File: config.mk
export PLATFORM = sky130hd
export DESIGN_NAME = morton_neighbour_cells
export DESIGN_NICKNAME = d
export VERILOG_FILES = /design/src/rtl/core/mnc_pkg.sv /design/src/rtl/core/mnc_front.sv /design/src/rtl/core/mnc_queue.sv /design/src/rtl/core/mnc_back.sv /design/src/rtl/core/morton_neighbour_cells.sv
export SDC_FILE = /design/constraint.sdc
export NUM_CORES = 1
export LEC_CHECK = 0
export BUFFER_PORTS_ARGS = -buffer_cell sky130_fd_sc_hd__buf_2
export CORE_UTILIZATION = 53
export DETAILED_ROUTE_END_ITERATION = 8
export PLACE_DENSITY = 0.79
export RECOVER_POWER = 25
export SYNTH_ARGS = -nofsm -noshare
export SYNTH_HDL_FRONTEND = slang
export SYNTH_HIERARCHICAL = 1
export SYNTH_SLANG_ARGS = --single-unit
export TNS_END_PERCENT = 20
File: constraint.sdc
create_clock -name clk -period 7.9 [get_ports clk]
set_input_delay 0.79 -clock clk [delete_from_list [all_inputs] [get_ports clk]]
set_output_delay 0.79 -clock clk [all_outputs]
set_load 0.02 [all_outputs]
File: src/rtl/core/mnc_pkg.sv
// mnc_pkg: shared types, constants and functions of the morton neighbour cell block
// no dependencies; imported by every module under rtl/core
package mnc_pkg;

  localparam int AXIS_BITS   = 21;
  localparam int CODE_W      = 3 * AXIS_BITS;
  localparam int CELLS_W     = AXIS_BITS + 1;
  localparam int IDX_W       = 5;
  localparam int CFG_IDX_W   = 2;
  localparam int CFG_W       = CELLS_W;
  localparam int IN_TDATA_W  = ((CODE_W + 7) / 8) * 8;
  localparam int OUT_TDATA_W = ((CODE_W + IDX_W + 7) / 8) * 8;
  localparam int OUT_PAD_W   = OUT_TDATA_W - CODE_W - IDX_W;

  // queue between front and back
  localparam int Q_DEPTH = 2;
  localparam int Q_PTR_W = $clog2(Q_DEPTH);
  localparam int Q_CNT_W = $clog2(Q_DEPTH + 1);

  // reset values of the registers
  localparam logic               REACH_RST = 1'b1;
  localparam logic [CELLS_W-1:0] CELLS_RST = CELLS_W'(10);

  typedef enum logic [CFG_IDX_W-1:0] {
    CFG_REACH   = 2'd0,
    CFG_CELLS_X = 2'd1,
    CFG_CELLS_Y = 2'd2,
    CFG_CELLS_Z = 2'd3
  } cfg_reg_t;

  // per-axis offset step codes
  localparam logic [1:0] OFS_MINUS = 2'd0;
  localparam logic [1:0] OFS_ZERO  = 2'd1;
  localparam logic [1:0] OFS_PLUS  = 2'd2;

  // one classified item: coordinates, in-grid flags for offsets -1, 0, +1 and the reach bit
  typedef struct packed {
    logic [AXIS_BITS-1:0] kx;
    logic [AXIS_BITS-1:0] ky;
    logic [AXIS_BITS-1:0] kz;
    logic [2:0]           vx;
    logic [2:0]           vy;
    logic [2:0]           vz;
    logic                 reach;
  } mnc_entry_t;

  function automatic logic [AXIS_BITS-1:0] morton_split(input logic [CODE_W-1:0] code,
                                                        input int axis);
    logic [AXIS_BITS-1:0] v;
    v = '0;
    for (int i = 0; i < AXIS_BITS; i++) begin
      v[i] = code[3*i + axis];
    end
    return v;
  endfunction

  function automatic logic [CODE_W-1:0] morton_join(input logic [AXIS_BITS-1:0] x,
                                                    input logic [AXIS_BITS-1:0] y,
                                                    input logic [AXIS_BITS-1:0] z);
    logic [CODE_W-1:0] c;
    c = '0;
    for (int i = 0; i < AXIS_BITS; i++) begin
      c[3*i]     = x[i];
      c[3*i + 1] = y[i];
      c[3*i + 2] = z[i];
    end
    return c;
  endfunction

  // bit 0: k-1 inside, bit 1: k inside, bit 2: k+1 inside
  function automatic logic [2:0] axis_flags(input logic [AXIS_BITS-1:0] k,
                                            input logic [CELLS_W-1:0]   count);
    logic [CELLS_W-1:0] k_w;
    logic [2:0]         f;
    k_w  = {1'b0, k};
    f[0] = (k != '0) && ((k_w - CELLS_W'(1)) < count);
    f[1] = k_w < count;
    f[2] = (k != '1) && ((k_w + CELLS_W'(1)) < count);
    return f;
  endfunction

  function automatic logic [AXIS_BITS-1:0] step_coord(input logic [AXIS_BITS-1:0] k,
                                                      input logic [1:0]           sel);
    logic [AXIS_BITS-1:0] v;
    case (sel)
      OFS_MINUS: v = k - AXIS_BITS'(1);
      OFS_PLUS:  v = k + AXIS_BITS'(1);
      default:   v = k;
    endcase
    return v;
  endfunction

endpackage

File: src/rtl/core/mnc_front.sv
// mnc_front: register file and input classifier of the neighbour cell block
// depends on mnc_pkg
module mnc_front import mnc_pkg::*; (
  input  logic                  clk,
  input  logic                  rst_n,
  input  logic                  cfg_we,
  input  logic [CFG_IDX_W-1:0]  cfg_index,
  input  logic [CFG_W-1:0]      cfg_wdata,
  input  logic                  in_tvalid,
  output logic                  in_tready,
  input  logic [IN_TDATA_W-1:0] in_tdata,
  input  logic                  q_full,
  output logic                  push,
  output mnc_entry_t            entry
);

  logic               reach_r;
  logic [CELLS_W-1:0] cells_x_r;
  logic [CELLS_W-1:0] cells_y_r;
  logic [CELLS_W-1:0] cells_z_r;
  logic [CODE_W-1:0]  code;

  always_ff @(posedge clk) begin
    if (!rst_n) begin
      reach_r   <= REACH_RST;
      cells_x_r <= CELLS_RST;
      cells_y_r <= CELLS_RST;
      cells_z_r <= CELLS_RST;
    end else if (cfg_we) begin
      case (cfg_reg_t'(cfg_index))
        CFG_REACH:   reach_r   <= cfg_wdata[0];
        CFG_CELLS_X: cells_x_r <= cfg_wdata;
        CFG_CELLS_Y: cells_y_r <= cfg_wdata;
        CFG_CELLS_Z: cells_z_r <= cfg_wdata;
        default: ;
      endcase
    end
  end

  assign in_tready = !q_full;
  assign push      = in_tvalid && !q_full;
  assign code      = in_tdata[CODE_W-1:0];

  always_comb begin
    entry.kx    = morton_split(code, 0);
    entry.ky    = morton_split(code, 1);
    entry.kz    = morton_split(code, 2);
    entry.vx    = axis_flags(entry.kx, cells_x_r);
    entry.vy    = axis_flags(entry.ky, cells_y_r);
    entry.vz    = axis_flags(entry.kz, cells_z_r);
    entry.reach = reach_r;
  end

endmodule

File: src/rtl/core/mnc_queue.sv
// mnc_queue: short queue of classified items between front and back
// depends on mnc_pkg
module mnc_queue import mnc_pkg::*; (
  input  logic       clk,
  input  logic       rst_n,
  input  logic       push,
  input  mnc_entry_t wr_entry,
  output logic       full,
  input  logic       pop,
  output logic       head_valid,
  output mnc_entry_t head
);

  mnc_entry_t         slot_r [Q_DEPTH];
  logic [Q_PTR_W-1:0] wr_ptr_r;
  logic [Q_PTR_W-1:0] rd_ptr_r;
  logic [Q_CNT_W-1:0] cnt_r;
  logic [Q_CNT_W-1:0] cnt_nxt;

  assign full       = cnt_r == Q_CNT_W'(Q_DEPTH);
  assign head_valid = cnt_r != '0;
  assign head       = slot_r[rd_ptr_r];

  always_comb begin
    cnt_nxt = cnt_r;
    if (push && !pop) begin
      cnt_nxt = cnt_r + Q_CNT_W'(1);
    end else if (pop && !push) begin
      cnt_nxt = cnt_r - Q_CNT_W'(1);
    end
  end

  always_ff @(posedge clk) begin
    if (push) begin
      slot_r[wr_ptr_r] <= wr_entry;
    end
  end

  always_ff @(posedge clk) begin
    if (!rst_n) begin
      wr_ptr_r <= '0;
      rd_ptr_r <= '0;
      cnt_r    <= '0;
    end else begin
      if (push) begin
        wr_ptr_r <= (wr_ptr_r == Q_PTR_W'(Q_DEPTH - 1)) ? '0 : wr_ptr_r + Q_PTR_W'(1);
      end
      if (pop) begin
        rd_ptr_r <= (rd_ptr_r == Q_PTR_W'(Q_DEPTH - 1)) ? '0 : rd_ptr_r + Q_PTR_W'(1);
      end
      cnt_r <= cnt_nxt;
    end
  end

endmodule

File: src/rtl/core/mnc_back.sv
// mnc_back: offset walker and output register of the neighbour cell block
// depends on mnc_pkg
module mnc_back import mnc_pkg::*; (
  input  logic                   clk,
  input  logic                   rst_n,
  input  logic                   head_valid,
  input  mnc_entry_t             head,
  output logic                   pop,
  output logic                   out_tvalid,
  input  logic                   out_tready,
  output logic [OUT_TDATA_W-1:0] out_tdata,
  output logic                   out_tuser,
  output logic                   out_tlast
);

  logic [1:0]        cnt_x_r, cnt_y_r, cnt_z_r;
  logic [1:0]        cnt_x_nxt, cnt_y_nxt, cnt_z_nxt;
  logic [IDX_W-1:0]  idx_r, idx_nxt;
  logic [1:0]        sel_x, sel_y, sel_z;
  logic              ok;
  logic              last;
  logic              load;
  logic [CODE_W-1:0] code;

  logic              out_valid_r;
  logic [CODE_W-1:0] out_code_r;
  logic              out_present_r;
  logic [IDX_W-1:0]  out_idx_r;
  logic              out_last_r;

  // reach 0 pins every axis to the zero offset
  assign sel_x = head.reach ? cnt_x_r : OFS_ZERO;
  assign sel_y = head.reach ? cnt_y_r : OFS_ZERO;
  assign sel_z = head.reach ? cnt_z_r : OFS_ZERO;

  assign ok   = head.vx[sel_x] && head.vy[sel_y] && head.vz[sel_z];
  assign last = !head.reach ||
                ((cnt_x_r == OFS_PLUS) && (cnt_y_r == OFS_PLUS) && (cnt_z_r == OFS_PLUS));
  assign code = ok ? morton_join(step_coord(head.kx, sel_x), step_coord(head.ky, sel_y),
                                 step_coord(head.kz, sel_z)) : '0;

  assign load = head_valid && (!out_valid_r || out_tready);
  assign pop  = load && last;

  always_comb begin
    cnt_x_nxt = cnt_x_r;
    cnt_y_nxt = cnt_y_r;
    cnt_z_nxt = cnt_z_r;
    idx_nxt   = idx_r;
    if (load) begin
      if (last) begin
        cnt_x_nxt = OFS_MINUS;
        cnt_y_nxt = OFS_MINUS;
        cnt_z_nxt = OFS_MINUS;
        idx_nxt   = '0;
      end else begin
        idx_nxt = idx_r + IDX_W'(1);
        if (cnt_z_r != OFS_PLUS) begin
          cnt_z_nxt = cnt_z_r + 2'd1;
        end else begin
          cnt_z_nxt = OFS_MINUS;
          if (cnt_y_r != OFS_PLUS) begin
            cnt_y_nxt = cnt_y_r + 2'd1;
          end else begin
            cnt_y_nxt = OFS_MINUS;
            cnt_x_nxt = cnt_x_r + 2'd1;
          end
        end
      end
    end
  end

  always_ff @(posedge clk) begin
    if (!rst_n) begin
      cnt_x_r     <= OFS_MINUS;
      cnt_y_r     <= OFS_MINUS;
      cnt_z_r     <= OFS_MINUS;
      idx_r       <= '0;
      out_valid_r <= 1'b0;
    end else begin
      cnt_x_r <= cnt_x_nxt;
      cnt_y_r <= cnt_y_nxt;
      cnt_z_r <= cnt_z_nxt;
      idx_r   <= idx_nxt;
      if (load) begin
        out_valid_r <= 1'b1;
      end else if (out_tready) begin
        out_valid_r <= 1'b0;
      end
    end
  end

  always_ff @(posedge clk) begin
    if (load) begin
      out_code_r    <= code;
      out_present_r <= ok;
      out_idx_r     <= idx_r;
      out_last_r    <= last;
    end
  end

  assign out_tvalid = out_valid_r;
  assign out_tdata  = {{OUT_PAD_W{1'b0}}, out_idx_r, out_code_r};
  assign out_tuser  = out_present_r;
  assign out_tlast  = out_last_r;

endmodule

File: src/rtl/core/morton_neighbour_cells.sv
// morton_neighbour_cells: 3d morton neighbour cell enumerator, top level
// path: an accepted item enters a queue slot; its words leave through the output register
// throughput: 27 words per item at reach 1, one word at reach 0, one word per cycle
//   while out_tready is high; the offset walker in the back half sets the item rate
// reset: synchronous active-low rst_n; reach = 1, cell counts = 10, queue empty
// depends on mnc_pkg, mnc_front, mnc_queue, mnc_back
module morton_neighbour_cells import mnc_pkg::*; (
  input  logic                   clk,
  input  logic                   rst_n,
  // configuration write port
  input  logic                   cfg_we,
  input  logic [CFG_IDX_W-1:0]   cfg_index,
  input  logic [CFG_W-1:0]       cfg_wdata,
  // input words
  input  logic                   in_tvalid,
  output logic                   in_tready,
  input  logic [IN_TDATA_W-1:0]  in_tdata,   // cell_code [62:0], zero pad [63]
  // result words
  output logic                   out_tvalid,
  input  logic                   out_tready,
  output logic [OUT_TDATA_W-1:0] out_tdata,  // neighbour_code [62:0], offset_index [67:63], pad
  output logic                   out_tuser,  // present
  output logic                   out_tlast   // last word of the run
);

  // front to queue
  mnc_entry_t entry;
  logic       push;
  logic       q_full;

  // queue to back
  mnc_entry_t head;
  logic       head_valid;
  logic       pop;

  // front decodes the cell code and does all bound compares up front,
  // so the back only selects flags and adds or subtracts one per axis
  mnc_front u_front (
    .clk       (clk),
    .rst_n     (rst_n),
    .cfg_we    (cfg_we),
    .cfg_index (cfg_index),
    .cfg_wdata (cfg_wdata),
    .in_tvalid (in_tvalid),
    .in_tready (in_tready),
    .in_tdata  (in_tdata),
    .q_full    (q_full),
    .push      (push),
    .entry     (entry)
  );

  // two entries let the next item wait while the current run streams out
  mnc_queue u_queue (
    .clk        (clk),
    .rst_n      (rst_n),
    .push       (push),
    .wr_entry   (entry),
    .full       (q_full),
    .pop        (pop),
    .head_valid (head_valid),
    .head       (head)
  );

  // back walks the offsets of the queue head and pops it with the last word
  mnc_back u_back (
    .clk        (clk),
    .rst_n      (rst_n),
    .head_valid (head_valid),
    .head       (head),
    .pop        (pop),
    .out_tvalid (out_tvalid),
    .out_tready (out_tready),
    .out_tdata  (out_tdata),
    .out_tuser  (out_tuser),
    .out_tlast  (out_tlast)
  );

  // a cell outside the grid carries a zero code
  a_absent_zero: assert property (@(posedge clk) disable iff (!rst_n)
    out_tvalid && !out_tuser |-> out_tdata[CODE_W-1:0] == '0)
    else $error("absent neighbour with nonzero code");

  // a run never pauses inside the block once a word is taken
  a_run_continues: assert property (@(posedge clk) disable iff (!rst_n)
    out_tvalid && out_tready && !out_tlast |=> out_tvalid)
    else $error("run stalled inside block");

  // offset index counts up by one within a run
  a_idx_step: assert property (@(posedge clk) disable iff (!rst_n)
    out_tvalid && out_tready && !out_tlast |=>
      out_tdata[CODE_W+IDX_W-1:CODE_W] == $past(out_tdata[CODE_W+IDX_W-1:CODE_W]) + IDX_W'(1))
    else $error("offset index out of sequence");

  // a queue entry only leaves together with a last word
  a_pop_last: assert property (@(posedge clk) disable iff (!rst_n)
    pop |=> out_tvalid && out_tlast)
    else $error("queue popped without last word");

endmodule

Yosys cells after proc, flatten, opt, wreduce, memory -nomap -nowiden
Memories as Yosys holds them, arrays and structs flattened. A register that Yosys moved wholly into a read port is not among the register bits.
Cells that the tools add are included.
{"block": "classes", "mux": 31, "n_addsub": 20, "reduce_logical": 38, "eq_ne": 17, "n_lt_le_gt_ge": 12}
{"operator": "$lt A22 B22 Y1", "count": 6}
{"operator": "$pmux W21 S2", "count": 3}
{"operator": "$add A21 B1 Y22 const B", "count": 3}
{"operator": "$lt A21 B22 Y1", "count": 3}
{"operator": "$sub A21 B1 Y22 const B", "count": 3}
{"operator": "$add A21 B1 Y21 const B", "count": 3}
{"operator": "$ne A21 B21 Y1 const B", "count": 3}
{"operator": "$reduce_bool A21 Y1", "count": 3}
{"operator": "$sub A21 B1 Y21 const B", "count": 3}
{"operator": "$mux W2", "count": 13}
{"operator": "$eq A2 B2 Y1 const B", "count": 9}
{"operator": "$logic_and A1 B1 Y1", "count": 15}
{"operator": "$mux W1", "count": 11}
{"operator": "$reduce_and A2 Y1", "count": 5}
{"operator": "$lt A2 B3 Y1 const B", "count": 3}
{"operator": "$add A2 B1 Y2 const B", "count": 4}
{"operator": "$logic_not A2 Y1", "count": 4}
{"operator": "$bmux W1 S2", "count": 3}
{"operator": "$reduce_bool A2 Y1", "count": 3}
{"operator": "$add A5 B1 Y5 const B", "count": 1}
{"operator": "$logic_not A1 Y1", "count": 5}
{"operator": "$mux W5", "count": 1}
{"operator": "$ne A2 B1 Y1 const B", "count": 2}
{"operator": "$ne A2 B2 Y1 const B", "count": 2}
{"operator": "other kinds (5)", "count": 7}
{"block": "totals", "mem_bits_rw": 146, "register_bits": 153, "output_inout_bits": 76, "mem_count": 1}
{"name": "u_queue.slot_r", "depth": 2, "word_bits": 73, "rd": 1, "rd_ports_with_merged_regs": 1, "write_ports": 1, "line": "mnc_queue.sv:14", "source": "mnc_entry_t slot_r [Q_DEPTH];"}

Logic depth before layout (Yosys ltp)
{"block": "depth", "ltp_word": 8, "ltp_mapped": 16}

Cells and area by module
Netlist, hierarchy kept.
{"mod": "mnc_front", "n_inst": 1, "area_each_um2": 9470.3, "cells_per_inst": 1234, "seq_area_each_um2": 1341.3}
{"mod": "mnc_back", "n_inst": 1, "area_each_um2": 6567.5, "cells_per_inst": 729, "seq_area_each_um2": 2342.2}
{"mod": "mnc_queue", "n_inst": 1, "area_each_um2": 5514.0, "cells_per_inst": 249, "seq_area_each_um2": 4484.3}

Worst setup path before layout
OpenSTA, ideal clock, no wires.
{"block": "synth_path", "kind": "input to register", "startpoint": "in in_tvalid", "endpoint": "mem u_queue/slot_r[0][0] (netlist bit) (enable)", "t_required_ns": 7.386, "setup_slack_ns": 3.090, "n_path_buf": 0, "cell_stages": 2, "arrival_ns": 4.296, "cell_sequence": "nor2b_1 nor2b_1"}
{"block": "synth_via", "elab_chain_len": 3}
{"item": "from (decl)", "line": "morton_neighbour_cells.sv:15", "source": "input logic in_tvalid,"}
{"item": "$logic_and A1 B1 Y1", "line": "mnc_front.sv:41", "source": "assign push = in_tvalid && !q_full;"}
{"item": "$mux W1", "line": "mnc_queue.sv:34", "source": "if (push) begin"}
{"item": "$mux W1 (implied by the code)", "line": "mnc_queue.sv:35", "source": "slot_r[wr_ptr_r] <= wr_entry;"}
{"item": "to (decl)", "line": "mnc_queue.sv:14"}
Every way passes these cells.

==> flow_metrics.tcl <==
set metrics [dict create \
    gp_congestion 0.915 \
    core-area_sq_um 39900 \
    setup-violations-final 0 \
    p_leak_nw 8.87 \
    combinationalPowerShare_pct 34.6 \
    tns_ns 0 \
    dr.first_iter.drc_count 1387 \
    power_density_nw_per_um2 254 \
    crit_slowest_cell "dfxtp_2" \
    die_area_sq_um 41500 \
    stdcell_area_sq_um 23400 \
    ctsRootBufferMaster "clkbuf_16" \
    synth.ff_latch_count 300 \
    nets 2622 \
    crit_type "flop to flop" \
    ys_types 91 \
    dp_hpwl_mm 38.5 \
    synth-edff-count 216 \
    critPathCaptureType "flop" \
    maxCapViolations 1 \
    start_util_pct 54.0 \
    postCtsSetupBuffers 0 \
    p_clk_share_pct 29.1 \
    async_flop_share_pct 0 \
    cts.clk_slew.worst_paths_ns 0.06 \
    skew_ns 0.0209 \
    worstSetupStartpointType "flop" \
    p_sw_share_pct 34.6 \
    worst_pin_slew_ns 2.86 \
    critPathRequiredTime_ns 8.18 \
    drc 0 \
    hold_path_class "flop to flop" \
    postCtsHoldBufs 0 \
    port_buffers 163 \
    synth_xor_area_share_pct 6.53 \
    syn_area_sq_um 21600 \
    cts_sinks 300 \
    clockBufferDepth 3 \
    max_freq_ghz 0.204 \
    h-tree-depth 2 \
    power_switching_w 0.00205 \
    grt_overflow 0 \
    max_stage_delay_ns 0.78 \
    ir_worst_vdd_uv 147 \
    synthToLayoutAreaGrowth_pct 8.48 \
    synth_compound_area_share_pct 14.7 \
    finalHoldViolCount 0 \
    grt_pass1_vias 16152 \
    ys_seq_area_share_pct 37.9 \
    synth_ff_type "edfxtp_1" \
    synth_fa_ha_area_share_pct 15.1 \
    drtPass1Iterations 6 \
    ys_warn_count 6 \
    pin_count 169 \
    antenna_found_initial 4 \
    path_delay_family "compound AO/OA/AOI/OAI gates" \
    globalRouteTotalUtil_pct 24.7 \
    vias_per_cell 5.93 \
    synth_top_family_by_area "simple AND/OR/NAND/NOR gates" \
    cts-resized-gates 0 \
    slew_headroom_pct -91.0 \
    cts_made_buffers 35 \
    p_int_w 0.00388 \
    avgSynthCellArea_sq_um 9.74 \
    arrival_ns 5.19 \
    finalCriticalPeriod_ns 4.91 \
    chipHeight_microns 204 \
    outcome "finished with violations" \
    finalCritPeriodShare_pct 62.2 \
    worst_slack_ns 2.99 \
    path_max_fanout 29 \
    post_drt_wl_per_cell_microns 18.3 \
    violations "capacitance limit, slew limit" \
    grt_pass1_wl_mm 82.7 \
    p_seq_share_pct 36.3 \
    drive_gt1_share_pct 12.8 \
    fp.dieW_microns 204 \
    grt_max_degree 81 \
    synthSimpleGateAreaFrac_pct 15.4 \
    insertion_delay_ns 0.53 \
    preCtsSetupSlack_ns 3.02 \
    path_buf_inv 1 \
    vias 16751 \
    crit_top_cell "o21bai_2" \
    place_area_sq_um 22200 \
    synthCells 2212 \
    cts_tree "done" \
    wl_mm 51.6 \
    rsz0062_at_grt "false" \
    crit_chain "mux2_2 > nor2b_1 > buf_4 > nand2_1 > fa_1 > a211oi_2 > o21bai_2 > a21oi_2 > o311a_1 > o21bai_2 > o31a_1 > mux2i_1 > a31o_2" \
    std_cell_rows 73 \
    drtAntennaViolNets 0 \
    slew_violations 81 \
    synth.area.mux_share_pct 4.46 \
]
cell families after synthesis:
group / after synthesis
buf+inv: 250
mux: 87
xor+xnor: 159
compound gates: 476
flops: 300
fa+ha+maj: 258
other cells: 1
simple gates: 681
cells in the final DEF (no fill, tap or decap), drive strengths merged, types with 84 or more instances in the layout:
master  Yosys  routed
xnor2      91      91
inv        94      98
dfxtp      84      84
clkbuf     63     111
edfxtp    216     216
buf        92     110
a21oi     144     144
nand2     301     301
nor2      113     113
ha        255     255
layer usage:
metal / track usage [%] / vias to the layer above / wire [microns]
li1: - / 8076 / -
met1: 34.6 / 8005 / 23500
met2: 39.9 / 585 / 23600
met3: 3.00 / 83 / 3280
met4: 7.22 / 2 / 1210
met5: 0 / - / 10
synthesized netlist by cell type (all sizes together), types with 4 or more instances:
cell type | n | area share (%)
o21ai | 67 | 1.6
a311oi | 4 | 0.19
nand4 | 39 | 1.1
or4 | 13 | 0.51
xnor2 | 91 | 3.8
nor4b | 5 | 0.20
or3 | 14 | 0.43
and2 | 15 | 0.44
a2111oi | 4 | 0.16
buf | 92 | 3.2
o2111ai | 4 | 0.16
a211oi | 24 | 0.91
or2 | 12 | 0.35
nor3 | 30 | 0.72
a31oi | 12 | 0.35
nand4b | 7 | 0.28
o21a | 14 | 0.49
a21boi | 69 | 2.4
nand3 | 44 | 1.0
a21oi | 144 | 3.4
a211o | 8 | 0.33
nor2b | 15 | 0.44
mux2i | 14 | 0.65
nand2 | 301 | 5.3
nor3b | 9 | 0.31
nor2 | 113 | 2.0
and3 | 12 | 0.35
clkbuf | 63 | 1.1
nand2b | 14 | 0.41
o21bai | 10 | 0.38
mux2 | 73 | 3.8
inv | 94 | 1.6
a21o | 58 | 2.0
ha | 255 | 15
o211ai | 16 | 0.56
xor2 | 68 | 2.8
and4 | 10 | 0.41
nor4 | 21 | 0.84
dfxtp | 84 | 7.8
o31ai | 10 | 0.37
edfxtp | 216 | 30
stage by stage:
step	hold WS, ns	std cells	util (%)	power [W]
floorplan	0.428	2215	-	0.00370
global placement	0.440	2759	55.6	0.00414
detailed placement	0.437	2759	55.6	0.00422
CTS	0.452	2823	58.8	0.00596
global route	0.485	2824	58.6	0.00624
finish	0.452	2825	58.6	0.00593
state kept, by name, summed over array words and instances (netlist names), named ones only:
| name | count |
|---|---|
| u_back/cnt_x_r | 2 |
| u_back/cnt_y_r | 2 |
| u_back/cnt_z_r | 2 |
| u_back/idx_r | 5 |
| u_back/out_code_r | 63 |
| u_back/out_idx_r | 5 |
| u_back/out_tlast | 1 |
| u_back/out_tuser | 1 |
| u_back/out_tvalid | 1 |
| u_front/cells_x_r | 22 |
| u_front/cells_y_r | 22 |
| u_front/cells_z_r | 22 |
| u_front/reach_r | 1 |
| u_queue/cnt_r | 2 |
| u_queue/rd_ptr_r | 1 |
| u_queue/slot_r | 146 |
| u_queue/wr_ptr_r | 1 |
power groups by stage:
stage               Combinational [W]  Clock [W]  Sequential [W]
finish                        0.00205    0.00172         0.00215
global route                  0.00226    0.00181         0.00218
CTS                           0.00204    0.00175         0.00216
detailed placement            0.00203          0         0.00219
global placement              0.00197          0         0.00218
floorplan                     0.00131          0         0.00239
worst paths after layout:
| path | startpoint | endpoint | slack (ns) | cells after the start |
|---|---|---|---|---|
| worst max-delay path | flop | u_back/out_code_r[56] | 2.99 | 13 |
| worst min-delay path | u_back/idx_r[4] | u_back/out_idx_r[4] | 0.45 | 0 |
| worst max register to register | flop | u_back/out_code_r[56] | 2.99 | 13 |
| worst min register to register | u_back/idx_r[4] | u_back/out_idx_r[4] | 0.45 | 0 |
area by class of cell:
cell class                      instances  area, sq um
Antenna cell                            2         5.00
Multi-Input combinational cell       1665        12100
Timing Repair Buffer                  174          818
Clock inverter                         17          206
Inverter                               95          358
Fill cell                            3376        16500
Clock buffer                           47         1050
Sequential cell                       300         8170
Tap cell                              525          657
Power figures use the tool's default switching activity.
